--- src/rtl/udl_pkg.sv ---
// Shared types and constants of the decomposition lookup
`timescale 1ns / 1ps

package udl_pkg;

  // Table geometry
  localparam int TABLE_ENTRIES = 65536;
  localparam int MAP_WORDS     = 16384;
  localparam int MAX_MAP_LEN   = 18;
  localparam int TABLE_AW      = $clog2(TABLE_ENTRIES);
  localparam int MAP_AW        = 14;
  localparam int COUNT_W       = TABLE_AW + 1;

  // Field widths
  localparam int CMD_W   = 2;
  localparam int ADDR_W  = 16;
  localparam int CP_W    = 21;
  localparam int TYPE_W  = 5;
  localparam int LEN_W   = 5;
  localparam int CFG_W   = 17;

  // Command codes
  localparam logic [CMD_W-1:0] CMD_ENTRY = 2'd0;
  localparam logic [CMD_W-1:0] CMD_MAP   = 2'd1;
  localparam logic [CMD_W-1:0] CMD_QUERY = 2'd2;

  // Type code of a canonical decomposition; every other code is compatibility
  localparam logic [TYPE_W-1:0] TYPE_CANON = 5'd0;

  typedef struct packed {
    logic [CMD_W-1:0]  cmd;
    logic [ADDR_W-1:0] address;
    logic [CP_W-1:0]   codepoint;
    logic [TYPE_W-1:0] decomp_type;
    logic [MAP_AW-1:0] map_start;
    logic [LEN_W-1:0]  map_len;
    logic [CP_W-1:0]   map_word;
    logic              canonical;
  } udl_in_t;

  typedef struct packed {
    logic [CP_W-1:0] code_out;
    logic            last;
    logic            from_table;
  } udl_out_t;

  // One stored table entry
  typedef struct packed {
    logic [LEN_W-1:0]  len;
    logic [MAP_AW-1:0] start;
    logic [TYPE_W-1:0] dtype;
    logic [CP_W-1:0]   code;
  } udl_entry_t;

  localparam int ENTRY_W = $bits(udl_entry_t);

  // Controller to datapath
  typedef struct packed {
    logic wr_entry;
    logic wr_map;
    logic load_query;
    logic step_lo;
    logic step_hi;
    logic load_emit;
    logic emit_step;
  } udl_ctl_t;

  // Datapath to controller
  typedef struct packed {
    logic range_open;
    logic key_lt;
    logic key_gt;
    logic hit_ok;
    logic rem_one;
  } udl_status_t;

endpackage

--- src/rtl/udl_ctrl.sv ---
// Controller: command decode, search sequencing and result strobes
`timescale 1ns / 1ps

module udl_ctrl import udl_pkg::*; (
  input  logic             clk,
  input  logic             rst,
  input  logic             start,
  input  logic [CMD_W-1:0] cmd,
  input  udl_status_t      status,
  output udl_ctl_t         ctl,
  output logic             busy,
  output logic             strobe,
  output logic             last,
  output logic             from_table
);

  typedef enum logic [1:0] {IDLE, SEARCH, COMPARE, EMIT} state_t;

  state_t state, state_next;
  logic   strobe_next;
  logic   last_next;
  logic   from_table_next;

  assign busy = state != IDLE;

  // Decide the next step from state and datapath status
  always_comb begin
    ctl             = '0;
    state_next      = state;
    strobe_next     = 1'b0;
    last_next       = 1'b0;
    from_table_next = 1'b0;
    case (state)
      IDLE: begin
        if (start) begin
          case (cmd)
            CMD_ENTRY: ctl.wr_entry = 1'b1;
            CMD_MAP:   ctl.wr_map   = 1'b1;
            CMD_QUERY: begin
              ctl.load_query = 1'b1;
              state_next     = SEARCH;
            end
            default: ;
          endcase
        end
      end
      SEARCH: begin
        if (status.range_open) begin
          state_next = COMPARE;
        end else begin
          strobe_next = 1'b1;
          last_next   = 1'b1;
          state_next  = IDLE;
        end
      end
      COMPARE: begin
        if (status.key_lt) begin
          ctl.step_lo = 1'b1;
          state_next  = SEARCH;
        end else if (status.key_gt) begin
          ctl.step_hi = 1'b1;
          state_next  = SEARCH;
        end else if (status.hit_ok) begin
          ctl.load_emit = 1'b1;
          state_next    = EMIT;
        end else begin
          strobe_next = 1'b1;
          last_next   = 1'b1;
          state_next  = IDLE;
        end
      end
      EMIT: begin
        ctl.emit_step   = 1'b1;
        strobe_next     = 1'b1;
        from_table_next = 1'b1;
        last_next       = status.rem_one;
        if (status.rem_one) begin
          state_next = IDLE;
        end
      end
      default: state_next = IDLE;
    endcase
  end

  // Hold state and the registered result flags
  always_ff @(posedge clk) begin
    if (rst) begin
      state      <= IDLE;
      strobe     <= 1'b0;
      last       <= 1'b0;
      from_table <= 1'b0;
    end else begin
      state      <= state_next;
      strobe     <= strobe_next;
      last       <= last_next;
      from_table <= from_table_next;
    end
  end

endmodule

--- config.mk ---
export PLATFORM = sky130hd
export DESIGN_NAME = udl_ctrl
export DESIGN_NICKNAME = d
export VERILOG_FILES = /design/src/rtl/udl_pkg.sv /design/src/rtl/udl_ctrl.sv
export SDC_FILE = /design/constraint.sdc
export NUM_CORES = 1
export LEC_CHECK = 0
export BUFFER_PORTS_ARGS = -buffer_cell sky130_fd_sc_hd__buf_2
export CORE_AREA = 5 5 42 44
export CTS_BUF_LIST = sky130_fd_sc_hd__clkbuf_2
export CTS_CLUSTER_DIAMETER = 60
export CTS_CLUSTER_SIZE = 25
export DETAILED_ROUTE_END_ITERATION = 8
export DIE_AREA = 0 0 47 49
export GPL_TIMING_DRIVEN = 0
export MAX_ROUTING_LAYER = met4
export SLEW_MARGIN = 15
export SYNTH_ARGS = -nofsm -noshare
export SYNTH_HDL_FRONTEND = slang
export SYNTH_SLANG_ARGS = --single-unit
--- constraint.sdc ---
create_clock -name clk -period 1.9 [get_ports clk]
set_clock_uncertainty 0.15 [all_clocks]
set_input_delay 0.285 -clock clk [delete_from_list [all_inputs] [get_ports clk]]
set_output_delay 0.285 -clock clk [all_outputs]
set_load 0.005 [all_outputs]
==> Word level (Yosys, flattened, before mapping) <==
Index checks and enable logic that the tools add are counted.
Widths: inputs -> output; s select.
{ "totals": {"register_bits": 5, "latch_bits": 0, "mem_bits_rw": 0, "rom_bits": 0, "input_bits": 10, "out_inout_bits": 11, "elab_cells": 42, "mem_count": 0} }
{ "classes": {"addsub": 0, "n_mul": 0, "n_div": 0, "magnitude_cmp": 0, "eq_ne": 8, "shift": 0, "muxes": 26, "bitwise": 0, "reduce_logical": 4} }
{ "ops": {"columns": ["operator", "count"], "rows": [
  ["$mux 2", 8],
  ["$mux 1", 12],
  ["$mux 3", 3],
  ["$pmux 2 s4", 1],
  ["$eq 2x2->1 const B", 3],
  ["$pmux 1 s3", 2],
  ["$eq 2x1->1 const B", 2],
  ["$logic_not 2->1", 2],
  ["$ne 2x2->1 const B", 2],
  ["$reduce_and 3->1", 1],
  ["$ne 2x1->1 const B", 1],
  ["$reduce_bool 2->1", 1]
]} }

==> Depth between registers and ports, before layout <==
{ "depth": {"depth_word": 4, "mapped_depth": 3, "mapped_depth_nobuf": 3} }

==> Worst setup path after synthesis <==
Ideal clock, no wire load.
{ "synth_timing": {"kind": "reg2out", "from": "register state[1]", "to": "output ctl[4] in the netlist's numbering", "arrival_time_ns": 1.184, "required_ns": 1.465, "slack_ns": 0.281, "stages_incl_launch_ff": 4, "path_buffers": 0, "path_cell_list": "dfxtp_1 > or3b_4 > or3b_4 > inv_1"} }
{ "synth_lines": {"columns": ["item", "line_no", "text"], "rows": [
  ["from (decl)", "udl_ctrl.sv:19", "state_t state, state_next;"],
  ["from (signal assigned)", "udl_ctrl.sv:93", "state <= state_next;"],
  ["to (decl)", "udl_ctrl.sv:10", "output udl_ctl_t ctl,"]
]} }

==> reports/qor.csv <==
stage;metric;value;unit
sta;setup_slack;-4.79;ps
clocking;cts_max_level;1;
placed_design;port_buffers;20;
critical_path;crit_arrival;1470;ps
sta;final_max_slew_viol_count;0;
placed_design;dp_slack;143;ps
job;drv_cap;0;
cells_and_area;final_common_cell;buf_2;
logic_synthesis;synth_top_area_cell;dfxtp_1;
logic_synthesis;synth.top_cell.area_share;36.2;%
route;post-route-drc-count;0;
clocking;cts.path.max_buffers;2;
logic_synthesis;synth.area.top_cells;dfxtp_1, or3b_4, nor2b_1;
cells_and_area;final_nets;72;
route;viasPerCell;4.19;
grt;grt_pass1_wl;1250;um
floorplan;die_x;47;um
floorplan;core.rowCount;14;
critical_path;endpoint_kind;output port;
sta;relSlewSlack;88.4;%
power;power_per_cell_area;527;mW/mm^2
sta;rsz0062_at_grt;yes;
floorplan;fp.coreArea;0.00140;mm^2
cells_and_area;finalNonFillerCells;77;
grt;grt_pass1_vias;309;
cells_and_area;area_growth;68.3;%
logic_synthesis;synth_cell_types;20;
logic_synthesis;syn_avg_cell_area;8.38;um^2
critical_path;required;1460;ps
floorplan;die_h;49;um
critical_path;critPathKind;register to output port;
clocking;cts-root-buf;clkbuf_2;
worst_hold_path;min-delay-start;rst;
logic_synthesis;synth.net_count;43;
logic_synthesis;seq_area_frac_synth;36.2;%
cells_and_area;antennaDiodeCount;0;
critical_path;critPathLaunch;state[0];
sta;fin_crit_sh;100;%
clocking;cts_sinks;5;
grt;grt_util_all_layers;8.30;%
logic_synthesis;netlist_area;277;um^2
power;peakVddDrop;0.147;mV
floorplan;io_pins;21;
grt;grt_max_degree;9;
clocking;cts_buffers;3;
logic_synthesis;ys_warn_count;0;
route;drtIter0Drc;4;
sta;fin_crit;1900;ps
critical_path;worst_r2r_startpoint;state[0];
clocking;holdBufCountCts;0;
floorplan;start_util;19.7;%
placed_design;dp.cells;69;
logic_synthesis;syn_inst;33;
logic_synthesis;synth_seq_cells;5;
critical_path;crit_fanout;2;
route;drt_pass1_iterations;4;
sta;worstMarginPinSlew;173;ps
route;ant_nets;0;
grt;grt-ovfl-total;0;
status;violations;setup timing;
status;status;complete, but fails checks;
cells_and_area;layout-drive-gt1-share;62.3;%
sta;hold_slack;112;ps
grt;antenna_found_initial;0;
sta;hold_viol;0;
power;leakagePower;0.256;nW
sta;max_freq;525;MHz
route;detailroute.via_count;323;
clocking;clk_latency;220;ps
clocking;cts.clk_slew.worst_paths;60;ps
cells_and_area;final_cell_mix;buf_2, buf_4, clkbuf_2;
route;drt_wl_total;744;um
placed_design;place_congestion;0.695;
route;wl_per_cell;9.66;um
sta;setup_viol;1;
floorplan;floorplan.die_area;0.00230;mm^2
clocking;cts_tree;done;
placed_design;hpwl;555;um
critical_path;critPathLaunchType;register;
worst_hold_path;hp-class;primary input to register;
cells in the mapped netlist, drive strengths merged:
| library cell | number |
|---|---|
| or3b | 2 |
| nor3 | 2 |
| and3b | 1 |
| o21bai | 1 |
| dfxtp | 5 |
| nor2b | 4 |
| a21oi | 2 |
| nor2 | 3 |
| nor3b | 1 |
| inv | 2 |
| nand3 | 2 |
| nand2 | 2 |
| or4 | 1 |
| buf | 1 |
| and2 | 2 |
| or2 | 1 |
| o211ai | 1 |
per-layer routing:
layer	share of wire [%]	global-route usage, %	vias to the layer above
li1	-	-	167
met1	46	10.5	133
met2	38	8.37	21
met3	14	2.21	2
met4	1.9	11.1	0
met5	0	-	-
path summary, 6_finish.rpt:
check / end / cells past startpoint / slack (ps)
hold / removal: state[0] / 2 / 110
setup / recovery: ctl[4] / 4 / -5
hold reg to reg: strobe / 3 / 510
setup reg to reg: state[0] / 4 / 340
metrics by stage:
| step | utilization [%] | total power [mW] | cell area, um^2 | TNS (ps) |
|---|---|---|---|---|
| 6_report | 33.2 | 0.245 | 465 | -4.79 |
| 3_3_place_gp | 28.3 | 0.142 | 397 | 0 |
| 3_5_place_dp | 28.3 | 0.142 | 397 | 0 |
| 2_1_floorplan | - | 0.123 | 277 | 0 |
| 5_1_grt | 33.2 | 0.265 | 465 | -72.9 |
| 4_1_cts | 32.9 | 0.252 | 460 | -49.0 |
area by class of cell:
type	instances	area, um^2
plain buffers	1	7.51
clock buffers	4	20.0
inverters	2	7.51
repair buffers	24	136
flip-flops and latches	5	108
well taps	16	20.0
multi-input cells	25	166
fillers	166	936
flip-flops by register name, indices dropped and copies added, names as in the netlist:
signal and flops:
from_table 1, last 1, state 2, strobe 1
where the power goes:
| group | switching (mW) | internal (mW) |
|---|---|---|
| clock network | 0.0448 | 0.0557 |
| logic | 0.0168 | 0.0231 |
| registers | 0.000728 | 0.104 |
| total | 0.0623 | 0.183 |
worst max-delay path: stages (launching register included):
cell	delay, ps
dfxtp_4	340
or3b_4	390
or3b_4	380
inv_2	60
buf_6	80
repair_timing:
item,in CTS,in global routing
setup endpoints to repair,1,2
pin swaps,2,1
resized for setup,6,1
setup buffers,4,0
kinds of logic (layout without fill, tap and decap cells):
| group | Yosys count | in the layout | share of synthesized area (%) |
|---|---|---|---|
| buffers and inverters | 3 | 31 | 5.43 |
| DFF | 5 | 5 | 36.2 |
| and+or+nand+nor | 21 | 21 | 48.0 |
| AOI/OAI and AO/OA | 4 | 4 | 10.4 |
Power figures use the tool's default switching activity.
